`config.mk`:
```
export PLATFORM = sky130hd
export DESIGN_NAME = osc_message_parser_core_flat
export DESIGN_NICKNAME = d
export VERILOG_FILES = /design/src/hw/rtl/omp_pkg.sv /design/src/hw/rtl/omp_if.sv /design/src/hw/rtl/omp_ram.sv /design/src/hw/rtl/omp_parse.sv /design/src/hw/rtl/omp_out_fifo.sv /design/src/hw/rtl/osc_message_parser_core.sv /design/src/flat_wrapper.sv
export SDC_FILE = /design/constraint.sdc
export NUM_CORES = 1
export LEC_CHECK = 0
export BUFFER_PORTS_ARGS = -buffer_cell sky130_fd_sc_hd__buf_2
export CAP_MARGIN = 30
export CORE_MARGIN = 3
export CORE_UTILIZATION = 38
export CTS_CLUSTER_SIZE = 10
export DETAILED_ROUTE_END_ITERATION = 8
export PLACE_DENSITY = 0.6
export SLEW_MARGIN = 10
export SYNTH_ARGS = -nofsm -noshare
export SYNTH_HDL_FRONTEND = slang
export SYNTH_SLANG_ARGS = --single-unit
```
`constraint.sdc`:
```
create_clock -name clk -period 5.04 [get_ports clk]
set_input_delay 1.008 -clock clk [delete_from_list [all_inputs] [get_ports clk]]
set_output_delay 1.008 -clock clk [all_outputs]
set_load 0.005 [all_outputs]
```
`src/hw/rtl/omp_pkg.sv`:
```
package omp_pkg;

  // Default size of the type-tag store
  localparam int DEF_MAX_TAGS = 16;

  // Depth of the result queue (power of two)
  localparam int OUT_DEPTH = 4;

  // Characters that steer the parse
  localparam logic [7:0] CH_SLASH = 8'h2F;
  localparam logic [7:0] CH_COMMA = 8'h2C;
  localparam logic [7:0] CH_F     = 8'h66;
  localparam logic [7:0] CH_I     = 8'h69;
  localparam logic [7:0] CH_S     = 8'h73;
  localparam logic [7:0] CH_NUL   = 8'h00;

  typedef enum logic [3:0] {
    PH_ADDR_START,
    PH_ADDR,
    PH_ADDR_PAD,
    PH_TAG_START,
    PH_TAGS,
    PH_TAG_PAD,
    PH_ARGS,
    PH_WORD,
    PH_STR,
    PH_STR_PAD,
    PH_IDLE,
    PH_DISCARD
  } phase_t;

  typedef enum logic [2:0] {
    KIND_ADDR_CHAR,
    KIND_ADDR_END,
    KIND_FLOAT,
    KIND_INT,
    KIND_STR_CHAR,
    KIND_STR_END,
    KIND_DONE
  } kind_t;

  typedef enum logic [1:0] {
    ST_OK,
    ST_REJECT,
    ST_CUT,
    ST_OVERFLOW
  } status_t;

  typedef struct packed {
    kind_t       kind;
    logic [31:0] value;
    status_t     status;
    logic        run_end;
  } result_t;

  // Results produced by one accepted byte: r0 first, then r1
  typedef struct packed {
    logic [1:0] count;
    result_t    r0;
    result_t    r1;
  } step_res_t;

endpackage

```
`src/hw/rtl/omp_if.sv`:
```
// Byte input channel
interface omp_in_if;
  logic       valid;
  logic       ready;
  logic [7:0] data_byte;
  logic       last_byte;

  modport source (output valid, output data_byte, output last_byte, input ready);
  modport sink   (input valid, input data_byte, input last_byte, output ready);
endinterface

// Result output channel
interface omp_out_if;
  logic        valid;
  logic        ready;
  logic [2:0]  kind;
  logic [31:0] value;
  logic [1:0]  status;
  logic        run_end;

  modport source (output valid, output kind, output value, output status,
                  output run_end, input ready);
  modport sink   (input valid, input kind, input value, input status,
                  input run_end, output ready);
endinterface

```
`src/hw/rtl/omp_ram.sv`:
```
module omp_ram #(
  parameter int WIDTH = 8,
  parameter int DEPTH = 16,
  localparam int AW = (DEPTH > 1) ? $clog2(DEPTH) : 1
) (
  input  logic             clk,
  input  logic             we,
  input  logic [AW-1:0]    waddr,
  input  logic [WIDTH-1:0] wdata,
  input  logic [AW-1:0]    raddr,
  output logic [WIDTH-1:0] rdata
);

  logic [WIDTH-1:0] mem_r [DEPTH];

  // One write port, one registered read port
  always_ff @(posedge clk) begin
    if (we) begin
      mem_r[waddr] <= wdata;
    end
    rdata <= mem_r[raddr];
  end

endmodule

```
`src/hw/rtl/omp_parse.sv`:
```
module omp_parse #(
  parameter int MAX_TAGS = omp_pkg::DEF_MAX_TAGS,
  localparam int AW = (MAX_TAGS > 1) ? $clog2(MAX_TAGS) : 1,
  localparam int CW = $clog2(MAX_TAGS + 1)
) (
  input  logic                clk,
  input  logic                rst_n,
  input  logic                accept,
  input  logic [7:0]          data_byte,
  input  logic                last_byte,
  input  logic [7:0]          tag_rdata,
  output omp_pkg::step_res_t  res,
  output logic                tag_we,
  output logic [AW-1:0]       tag_waddr,
  output logic [7:0]          tag_wdata,
  output logic [AW-1:0]       tag_raddr
);

  localparam logic [CW-1:0] TAG_LIMIT = CW'(MAX_TAGS);

  omp_pkg::phase_t phase_r, phase_nxt;
  logic [2:0]      bcnt_r, bcnt_nxt;
  logic [1:0]      wpos_r, wpos_nxt;
  logic [CW-1:0]   ttot_r, ttot_nxt;
  logic [CW-1:0]   arg_r, arg_nxt;
  logic [23:0]     wcol_r, wcol_nxt;
  logic            rej_r, rej_nxt;
  logic            sopen_r, sopen_nxt;
  logic            ovf_r, ovf_nxt;

  logic             emit;
  omp_pkg::kind_t   p_kind;
  logic [31:0]      p_value;
  omp_pkg::status_t done_status;
  omp_pkg::result_t p_res, d_res;

  // Parse step for the byte on the input
  always_comb begin
    phase_nxt   = phase_r;
    ttot_nxt    = ttot_r;
    arg_nxt     = arg_r;
    wcol_nxt    = wcol_r;
    rej_nxt     = rej_r;
    sopen_nxt   = sopen_r;
    ovf_nxt     = ovf_r;
    emit        = 1'b0;
    p_kind      = omp_pkg::KIND_ADDR_CHAR;
    p_value     = 32'd0;
    tag_we      = 1'b0;
    tag_waddr   = ttot_r[AW-1:0];
    tag_wdata   = data_byte;
    done_status = omp_pkg::ST_OK;
    wpos_nxt    = wpos_r + 2'd1;
    bcnt_nxt    = (bcnt_r < 3'd4) ? bcnt_r + 3'd1 : bcnt_r;

    case (phase_r)
      omp_pkg::PH_ADDR_START: begin
        if (data_byte == omp_pkg::CH_SLASH) begin
          emit      = 1'b1;
          p_value   = {24'd0, data_byte};
          phase_nxt = omp_pkg::PH_ADDR;
        end else begin
          rej_nxt   = 1'b1;
          phase_nxt = omp_pkg::PH_DISCARD;
        end
      end
      omp_pkg::PH_ADDR: begin
        emit = 1'b1;
        if (data_byte != omp_pkg::CH_NUL) begin
          p_value = {24'd0, data_byte};
        end else begin
          p_kind    = omp_pkg::KIND_ADDR_END;
          phase_nxt = (wpos_nxt == 2'd0) ? omp_pkg::PH_TAG_START : omp_pkg::PH_ADDR_PAD;
        end
      end
      omp_pkg::PH_ADDR_PAD: begin
        if (wpos_nxt == 2'd0) phase_nxt = omp_pkg::PH_TAG_START;
      end
      omp_pkg::PH_TAG_START: begin
        phase_nxt = (data_byte == omp_pkg::CH_COMMA) ? omp_pkg::PH_TAGS : omp_pkg::PH_IDLE;
      end
      omp_pkg::PH_TAGS: begin
        if (data_byte == omp_pkg::CH_NUL) begin
          phase_nxt = (wpos_nxt == 2'd0) ? omp_pkg::PH_ARGS : omp_pkg::PH_TAG_PAD;
        end else if (ttot_r < TAG_LIMIT) begin
          tag_we   = 1'b1;
          ttot_nxt = ttot_r + 1'b1;
        end else begin
          ovf_nxt = 1'b1;
        end
      end
      omp_pkg::PH_TAG_PAD, omp_pkg::PH_STR_PAD: begin
        if (wpos_nxt == 2'd0) phase_nxt = omp_pkg::PH_ARGS;
      end
      omp_pkg::PH_ARGS: begin
        if (arg_r >= ttot_r || arg_r >= TAG_LIMIT) begin
          phase_nxt = omp_pkg::PH_IDLE;
        end else if (tag_rdata == omp_pkg::CH_F || tag_rdata == omp_pkg::CH_I) begin
          wcol_nxt  = {16'd0, data_byte};
          phase_nxt = omp_pkg::PH_WORD;
        end else if (tag_rdata == omp_pkg::CH_S) begin
          // string opens on this byte, and may close on it too
          emit = 1'b1;
          if (data_byte != omp_pkg::CH_NUL) begin
            p_kind    = omp_pkg::KIND_STR_CHAR;
            p_value   = {24'd0, data_byte};
            sopen_nxt = 1'b1;
            phase_nxt = omp_pkg::PH_STR;
          end else begin
            p_kind    = omp_pkg::KIND_STR_END;
            arg_nxt   = arg_r + 1'b1;
            phase_nxt = (wpos_nxt == 2'd0) ? omp_pkg::PH_ARGS : omp_pkg::PH_STR_PAD;
          end
        end else begin
          phase_nxt = omp_pkg::PH_IDLE;
        end
      end
      omp_pkg::PH_WORD: begin
        if (wpos_r == 2'd3) begin
          emit      = 1'b1;
          p_kind    = (tag_rdata == omp_pkg::CH_F) ? omp_pkg::KIND_FLOAT : omp_pkg::KIND_INT;
          p_value   = {wcol_r, data_byte};
          wcol_nxt  = 24'd0;
          arg_nxt   = arg_r + 1'b1;
          phase_nxt = omp_pkg::PH_ARGS;
        end else begin
          wcol_nxt = {wcol_r[15:0], data_byte};
        end
      end
      omp_pkg::PH_STR: begin
        emit = 1'b1;
        if (data_byte != omp_pkg::CH_NUL) begin
          p_kind  = omp_pkg::KIND_STR_CHAR;
          p_value = {24'd0, data_byte};
        end else begin
          p_kind    = omp_pkg::KIND_STR_END;
          sopen_nxt = 1'b0;
          arg_nxt   = arg_r + 1'b1;
          phase_nxt = (wpos_nxt == 2'd0) ? omp_pkg::PH_ARGS : omp_pkg::PH_STR_PAD;
        end
      end
      omp_pkg::PH_IDLE, omp_pkg::PH_DISCARD: begin
      end
      default: begin
        phase_nxt = omp_pkg::PH_IDLE;
      end
    endcase

    // Packet end: status in priority order, then back to the start state
    if (last_byte) begin
      if (rej_nxt || bcnt_nxt < 3'd4 || phase_nxt == omp_pkg::PH_ADDR_START ||
          phase_nxt == omp_pkg::PH_ADDR) begin
        done_status = omp_pkg::ST_REJECT;
      end else if (sopen_nxt) begin
        done_status = omp_pkg::ST_CUT;
      end else if (ovf_nxt) begin
        done_status = omp_pkg::ST_OVERFLOW;
      end
      phase_nxt = omp_pkg::PH_ADDR_START;
      bcnt_nxt  = 3'd0;
      wpos_nxt  = 2'd0;
      ttot_nxt  = '0;
      arg_nxt   = '0;
      wcol_nxt  = 24'd0;
      rej_nxt   = 1'b0;
      sopen_nxt = 1'b0;
      ovf_nxt   = 1'b0;
    end
  end

  // Result packing; run_end goes on the last result of the byte
  always_comb begin
    p_res.kind    = p_kind;
    p_res.value   = p_value;
    p_res.status  = omp_pkg::ST_OK;
    p_res.run_end = !last_byte;
    d_res.kind    = omp_pkg::KIND_DONE;
    d_res.value   = 32'd0;
    d_res.status  = done_status;
    d_res.run_end = 1'b1;
    res.r1        = d_res;
    res.r0        = emit ? p_res : d_res;
    if (!accept) begin
      res.count = 2'd0;
    end else begin
      res.count = {1'b0, emit} + {1'b0, last_byte};
    end
  end

  // Tag read address follows the argument index after this edge
  assign tag_raddr = accept ? arg_nxt[AW-1:0] : arg_r[AW-1:0];

  // Parser state
  always_ff @(posedge clk) begin
    if (!rst_n) begin
      phase_r <= omp_pkg::PH_ADDR_START;
      bcnt_r  <= 3'd0;
      wpos_r  <= 2'd0;
      ttot_r  <= '0;
      arg_r   <= '0;
      wcol_r  <= 24'd0;
      rej_r   <= 1'b0;
      sopen_r <= 1'b0;
      ovf_r   <= 1'b0;
    end else if (accept) begin
      phase_r <= phase_nxt;
      bcnt_r  <= bcnt_nxt;
      wpos_r  <= wpos_nxt;
      ttot_r  <= ttot_nxt;
      arg_r   <= arg_nxt;
      wcol_r  <= wcol_nxt;
      rej_r   <= rej_nxt;
      sopen_r <= sopen_nxt;
      ovf_r   <= ovf_nxt;
    end
  end

endmodule

```
`src/hw/rtl/omp_out_fifo.sv`:
```
module omp_out_fifo (
  input  logic               clk,
  input  logic               rst_n,
  input  omp_pkg::step_res_t push,
  output logic               space_ok,
  output logic               out_valid,
  input  logic               out_ready,
  output omp_pkg::result_t   out_res
);

  localparam int DEPTH = omp_pkg::OUT_DEPTH;
  localparam int PW    = $clog2(DEPTH);
  localparam int NW    = $clog2(DEPTH + 1);
  localparam logic [NW-1:0] ROOM_LIMIT = NW'(DEPTH - 2);

  omp_pkg::result_t mem_r [DEPTH];
  logic [PW-1:0] wptr_r, wptr_nxt;
  logic [PW-1:0] rptr_r, rptr_nxt;
  logic [NW-1:0] cnt_r, cnt_nxt;
  logic [PW-1:0] wptr_p1;
  logic          pop;

  assign pop       = out_valid && out_ready;
  assign out_valid = (cnt_r != '0);
  assign out_res   = mem_r[rptr_r];
  // room for the two results a byte may bring
  assign space_ok  = (cnt_r <= ROOM_LIMIT);
  // pointers wrap on the power-of-two depth
  assign wptr_p1   = wptr_r + 1'b1;

  // Pointer and fill count update
  always_comb begin
    wptr_nxt = wptr_r + PW'(push.count);
    rptr_nxt = pop ? rptr_r + 1'b1 : rptr_r;
    cnt_nxt  = cnt_r + NW'(push.count) - NW'(pop);
  end

  always_ff @(posedge clk) begin
    if (!rst_n) begin
      wptr_r <= '0;
      rptr_r <= '0;
      cnt_r  <= '0;
    end else begin
      wptr_r <= wptr_nxt;
      rptr_r <= rptr_nxt;
      cnt_r  <= cnt_nxt;
    end
  end

  // Result storage
  always_ff @(posedge clk) begin
    if (push.count != 2'd0) begin
      mem_r[wptr_r] <= push.r0;
    end
    if (push.count == 2'd2) begin
      mem_r[wptr_p1] <= push.r1;
    end
  end

endmodule

```
`src/hw/rtl/osc_message_parser_core.sv`:
```
// Each result is registered in the result queue before it shows on out_chan.
// Throughput: one byte per cycle while the result queue has room; a byte that
// gives two results (the final byte with a parse result) needs two result
// transfers; the four-entry queue sets how far input can run ahead of output.
// Reset: rst_n synchronous, active low; clears parse state and the result queue.
module osc_message_parser_core #(
  parameter int MAX_TAGS = omp_pkg::DEF_MAX_TAGS
) (
  input  logic      clk,
  input  logic      rst_n,
  omp_in_if.sink    in_chan,
  omp_out_if.source out_chan
);

  localparam int AW = (MAX_TAGS > 1) ? $clog2(MAX_TAGS) : 1;

  logic               accept;
  logic               space_ok;
  omp_pkg::step_res_t step_res;
  omp_pkg::result_t   out_res;
  logic               tag_we;
  logic [AW-1:0]      tag_waddr;
  logic [7:0]         tag_wdata;
  logic [AW-1:0]      tag_raddr;
  logic [7:0]         tag_rdata;

  // Input transaction
  assign in_chan.ready = space_ok;
  assign accept        = in_chan.valid && space_ok;

  omp_parse #(
    .MAX_TAGS (MAX_TAGS)
  ) u_parse (
    .clk       (clk),
    .rst_n     (rst_n),
    .accept    (accept),
    .data_byte (in_chan.data_byte),
    .last_byte (in_chan.last_byte),
    .tag_rdata (tag_rdata),
    .res       (step_res),
    .tag_we    (tag_we),
    .tag_waddr (tag_waddr),
    .tag_wdata (tag_wdata),
    .tag_raddr (tag_raddr)
  );

  // Type-tag store
  omp_ram #(
    .WIDTH (8),
    .DEPTH (MAX_TAGS)
  ) u_tag_ram (
    .clk   (clk),
    .we    (tag_we),
    .waddr (tag_waddr),
    .wdata (tag_wdata),
    .raddr (tag_raddr),
    .rdata (tag_rdata)
  );

  omp_out_fifo u_out_fifo (
    .clk       (clk),
    .rst_n     (rst_n),
    .push      (step_res),
    .space_ok  (space_ok),
    .out_valid (out_chan.valid),
    .out_ready (out_chan.ready),
    .out_res   (out_res)
  );

  // Result transaction payload
  assign out_chan.kind    = out_res.kind;
  assign out_chan.value   = out_res.value;
  assign out_chan.status  = out_res.status;
  assign out_chan.run_end = out_res.run_end;

endmodule

```
`src/flat_wrapper.sv`:
```
// flat-port wrapper written by rule: the top's interface ports become plain ports
module osc_message_parser_core_flat 
#(
  parameter int MAX_TAGS = omp_pkg::DEF_MAX_TAGS
)
  (clk, rst_n, in_chan_valid, in_chan_data_byte, in_chan_last_byte, in_chan_ready, out_chan_valid, out_chan_kind, out_chan_value, out_chan_status, out_chan_run_end, out_chan_ready);
  omp_in_if in_chan_i ();
  omp_out_if out_chan_i ();
  input  logic clk;
  input  logic rst_n;
  input wire logic [$bits(in_chan_i.valid)-1:0] in_chan_valid;
  input wire logic [$bits(in_chan_i.data_byte)-1:0] in_chan_data_byte;
  input wire logic [$bits(in_chan_i.last_byte)-1:0] in_chan_last_byte;
  output wire logic [$bits(in_chan_i.ready)-1:0] in_chan_ready;
  output wire logic [$bits(out_chan_i.valid)-1:0] out_chan_valid;
  output wire logic [$bits(out_chan_i.kind)-1:0] out_chan_kind;
  output wire logic [$bits(out_chan_i.value)-1:0] out_chan_value;
  output wire logic [$bits(out_chan_i.status)-1:0] out_chan_status;
  output wire logic [$bits(out_chan_i.run_end)-1:0] out_chan_run_end;
  input wire logic [$bits(out_chan_i.ready)-1:0] out_chan_ready;
  assign in_chan_i.valid = in_chan_valid;
  assign in_chan_i.data_byte = in_chan_data_byte;
  assign in_chan_i.last_byte = in_chan_last_byte;
  assign in_chan_ready = in_chan_i.ready;
  assign out_chan_valid = out_chan_i.valid;
  assign out_chan_kind = out_chan_i.kind;
  assign out_chan_value = out_chan_i.value;
  assign out_chan_status = out_chan_i.status;
  assign out_chan_run_end = out_chan_i.run_end;
  assign out_chan_i.ready = out_chan_ready;
  osc_message_parser_core #(.MAX_TAGS(MAX_TAGS)) u_core (.clk(clk), .rst_n(rst_n), .in_chan(in_chan_i), .out_chan(out_chan_i));
endmodule
```
; ---- Word-level counts from Yosys, hierarchy flattened
; Memories as Yosys holds them, arrays and structs flattened. A register that Yosys moved wholly into a read port is not among the register bits.
; Index checks and enable logic that the tools add are counted.
[totals]
ff_bits = 53
ram_bits = 280
n_memories = 2
[classes]
eq_ne = 25
addsub = 10
muxes = 89
n_lt_le_gt_ge = 6
reduce_logical = 25
[memory_table]
columns = name, depth, word_bits, rd, rd_clocked_by_memory_dff, write_ports, line_no
row1 = u_core.u_out_fifo.mem_r, 4, 38, 1, 1, 2, omp_out_fifo.sv:16  ; omp_pkg::result_t mem_r [DEPTH];
row2 = u_core.u_tag_ram.mem_r, 16, 8, 1, 1, 1, omp_ram.sv:14  ; logic [WIDTH-1:0] mem_r [DEPTH];
[op_table]
columns = op, n
row1 = $pmux W32 S4, 1
row2 = $mux W24, 4
row3 = $mux W4, 15
row4 = $mux W5, 10
row5 = $pmux W24 S2, 1
row6 = $mux W8, 5
row7 = $pmux W4 S10, 1
row8 = $mux W38, 1
row9 = $mux W32, 1
row10 = $mux W1, 31
row11 = $eq A8 B7 Y1 const B, 3
row12 = $mux W2, 10
row13 = $eq A4 B3 Y1 const B, 4
row14 = $eq A4 B4 Y1 const B, 4
row15 = $eq A8 B6 Y1 const B, 2
row16 = $mux W3, 5
row17 = $ne A3 B3 Y1 const B, 5
row18 = $pmux W5 S3, 1
row19 = $pmux W3 S4, 1
row20 = $add A5 B1 Y5 const B, 2
row21 = $eq A4 B1 Y1 const B, 2
row22 = $eq A4 B2 Y1 const B, 2
row23 = $logic_not A4 Y1, 2
row24 = $logic_not A8 Y1, 1
row25 = 26 further kinds, 41

; ---- Logic depth before layout (Yosys ltp)
[logic_depth]
ltp_word = 14
depth_mapped = 19
mapped_depth_nobuf = 17

; ---- By module
; A second synthesis with hierarchy kept.
[unflattened]
hier_cells = 1075
hier_area_um2 = 16358.2
[by_module_without_submodules]
columns = mod, area_each_um2, cells_per_inst, n_inst
row1 = omp_out_fifo, 7856.3, 416, 1
row2 = omp_ram, 5147.4, 229, 1
row3 = omp_parse, 3348.2, 429, 1
row4 = osc_message_parser_core, 6.3, 1, 1

; ---- Worst setup path before layout
; Ideal clock, no wire load.
[synth_timing]
kind = flip-flop to flip-flop
start = reg u_core.u_parse.ttot_r[2]
end = mem u_core.u_out_fifo.mem_r[0][6] (netlist name)
synth_period_minus_slack_ns = 4.047
required_time_ns = 4.923
slack_ns = 0.993
arrival_ns = 3.930
setup_time_ns = 0.117
stages_incl_launch_ff = 18
cell_sequence = dfxtp_1 clkbuf_1 inv_1 ha_1 nand2_1 o21ai_0 a21oi_2 a22oi_1 o21ai_0 a31oi_1 clkbuf_1 inv_1 ha_1 o21ai_1 nor3_1 nor2_1 clkbuf_1 a22o_1
[synth_lines]
columns = element, line_no
row1 = "start, declared", omp_parse.sv:24  ; logic [CW-1:0] ttot_r, ttot_nxt;
row2 = "start signal, assigned", omp_parse.sv:209  ; ttot_r <= ttot_nxt;
row3 = "end, declared", omp_out_fifo.sv:16

==> results.toml <==
[status]
status = "complete, no violations"

[sta]
finalCritPeriodShare = 0.841
fmaxAchievable_mhz = 236
finalSetupViolCount = 0
rsz0062_at_grt = "false"
slew_headroom = 0.420
worst_slack_ns = 0.803
drv_slew = 0
tightest_slew_ns = 0.870
finalCriticalPeriod_ns = 4.24
finalSetupTns_ns = 0
hold_viol_final = 0
fin_skew_ns = 0.0133

[die]
die_y_um = 200
die_w_um = 200
dieArea_um2 = 39800
rows = 70
core_um2 = 36800
initial_core_util = 0.387
ioPinCount = 53

[clock_network]
clk_latency_ns = 0.53
clkTransAtPathRegs_ns = 0.05
cts_tree = "yes"
cts_resized = 0
cts.sinks = 343
htree_levels = 2
cts_hold_buffers = 0
cts_buffers = 40
root_buffer = "clkbuf_16"
post-cts-setup-buffers = 0
cts_max_path_buffers = 3

[global_route]
grt_overflow = 0
grt_first_pass_wirelength_um = 57100
antenna_found_initial = 0
grt_pass1_vias = 9718
grt_start_max_net_pins = 97
grt_usage = 0.185

[synth]
synth_ff_type = "dfxtp_1"
synth_compound_area_frac = 0.178
synthSimpleGateAreaFrac = 0.104
ys_seq_elements = 343
ys_types = 74
seq_area_frac_synth = 0.578
netlist_top_cells_count = "dfxtp_1, edfxtp_1, a32o_1"
synth_warnings = 0
synth_mux_area_frac = 0.0873
yosys.area_share.xor_xnor = 0.00615
syn_area_um2 = 14200
synth.area.top_cells = "dfxtp_1, edfxtp_1, a32o_1, mux4_2, nand2_1"
synth-adder-area-share = 0.0163
synth_top_area_frac = 0.291
synthCells = 1155
synth-edff-count = 136
syn-num-nets = 1186
synth_async_sr_flop_share = 0
yosysMostFrequentCell = "dfxtp_1"
synth_top_area_cell = "dfxtp_1"
synth_top_family_by_area = "compound AO/OA/AOI/OAI gates"
syn_area_per_cell_um2 = 12.3

[power_and_ir_drop]
p_per_area_nw_per_um2 = 417
p_total_mw = 6.78
ir_drop_mv = 0.202
p_leak_nw = 5.76

[final_layout]
syn2layout_area_growth_pct = 14.1
drive_gt1_frac = 0.167
layout.nets = 1235
nFillCells = 3376
diodes = 0

[route]
drtAntennaViolNets = 0
via_count = 9967
drc = 0
viasPerCell = 5.89
wl_per_cell_um = 22.1
wl_um = 37300
first_pass_iters = 7
drtIter0Drc = 808

[min_path]
worstHoldPathType = "flip-flop to flip-flop"

[worst_setup_path]
crit_chain = "inv_1 > ha_1 > a211oi_1 > nand4_1 > a21oi_2 > a22oi_1 > o21ai_0 > a31oi_1 > inv_1 > ha_1 > o21ai_1 > nor3_2 > nor2_2 > inv_1 > o32a_1"
critPathArrivalTime_ns = 4.65
cp_slowest_cell = "o21ai_1"
path_class = "flip-flop to flip-flop"
path_common_cell = "inv_1"
cp_slowest_stage_delay_ns = 0.52
start_kind = "flip-flop"
required_ns = 5.46
worstPathMaxFanout = 11
endpoint_kind = "flip-flop"

[placed_design]
hpwlAfterDp_um = 23400
port_buffers = 52
gp_congestion = 0.915
pre_cts_ws_ns = 0.332

[job]
cap_violations = 0
## layout by cell type, fill, tap and decap left out, types with 32 or more instances in the layout
cell type / Yosys / layout
a21oi_1: 49 / 49
a32o_1: 96 / 96
buf_2: 12 / 52
buf_4: 2 / 32
clkbuf_16: 0 / 42
dfxtp_1: 207 / 205
edfxtp_1: 136 / 136
mux4_2: 42 / 42
nand2_1: 90 / 90
nor2_1: 60 / 52
## routing by layer
| layer | track usage | wire length (um) | up-vias |
|---|---|---|---|
| li1 | - | - | 4587 |
| met2 | 0.288 | 17100 | 329 |
| met1 | 0.270 | 17100 | 4985 |
| met4 | 0.0476 | 723 | 0 |
| met5 | 0 | 0 | - |
| met3 | 0.0303 | 2390 | 66 |
## critical path, delay by kind of cell (launching register included)
family / cells / cell delay (ns)
adders and majority gates: 2 / 0.48
buffers and inverters: 3 / 0.41
DFF: 1 / 0.45
and+or+nand+nor: 3 / 0.70
AOI/OAI and AO/OA: 7 / 2.07
## flip-flops by register name, summed over array words and instances, names as in the netlist, named ones only
signal,cells
u_core.u_out_fifo.cnt_r,3
u_core.u_out_fifo.mem_r,152
u_core.u_out_fifo.rptr_r,2
u_core.u_out_fifo.wptr_r,2
u_core.u_parse.arg_r,5
u_core.u_parse.bcnt_r,3
u_core.u_parse.ovf_r,1
u_core.u_parse.phase_r,4
u_core.u_parse.rej_r,1
u_core.u_parse.sopen_r,1
u_core.u_parse.ttot_r,5
u_core.u_parse.wcol_r,24
u_core.u_parse.wpos_r,2
u_core.u_tag_ram.mem_r,128
u_core.u_tag_ram.rdata,8
## cell type report
type | count | area (um^2) | area share
Timing Repair Buffer | 89 | 596 | 0.0366
Sequential cell | 343 | 8230 | 0.506
Clock buffer | 59 | 1120 | 0.0692
Multi-Input combinational cell | 707 | 5610 | 0.345
Clock inverter | 2 | 21.3 | 0.00131
Inverter | 23 | 86.3 | 0.00531
Tap cell | 468 | 586 | 0.0360
## logic make-up after synthesis
| logic type | count (synthesis) |
|---|---|
| fa+ha+maj | 18 |
| mux | 70 |
| xor+xnor | 10 |
| compound gates | 317 |
| simple gates | 292 |
| buf+inv | 105 |
| flops | 343 |
## path summary, 6_finish.rpt
check / from / end / slack [ns] / cells past startpoint
setup / recovery: u_core.u_parse.ttot_r[3]$_SDFFE_PN0P_ / u_core.u_out_fifo.mem_r[0][0]$_SDFFE_PP1P_ / 0.80 / 15
hold / removal: u_core.u_out_fifo.mem_r[2][35]$_SDFFE_PP0P_ / u_core.u_out_fifo.mem_r[2][35]$_SDFFE_PP0P_ / 0.45 / 2
setup reg to reg: u_core.u_parse.ttot_r[3]$_SDFFE_PN0P_ / u_core.u_out_fifo.mem_r[0][0]$_SDFFE_PP1P_ / 0.80 / 15
hold reg to reg: u_core.u_out_fifo.mem_r[2][35]$_SDFFE_PP0P_ / u_core.u_out_fifo.mem_r[2][35]$_SDFFE_PP0P_ / 0.45 / 2
## where the power goes
group	total (mW)	internal [mW]	switching (mW)
Clock	2.59	1.53	1.06
Sequential	3.17	3.03	0.137
Combinational	1.01	0.440	0.574
Total	6.78	5.00	1.78
## per-stage QoR
stage / utilization / instance area [um^2] / hold slack, ns / std cells
finish: 0.442 / 16300 / 0.445 / 1691
floorplan: - / 14200 / 0.420 / 1155
global route: 0.442 / 16300 / 0.465 / 1691
global placement: 0.409 / 15000 / 0.430 / 1626
detailed placement: 0.410 / 15100 / 0.436 / 1628
CTS: 0.441 / 16200 / 0.449 / 1689
Power figures use the tool's default switching activity.
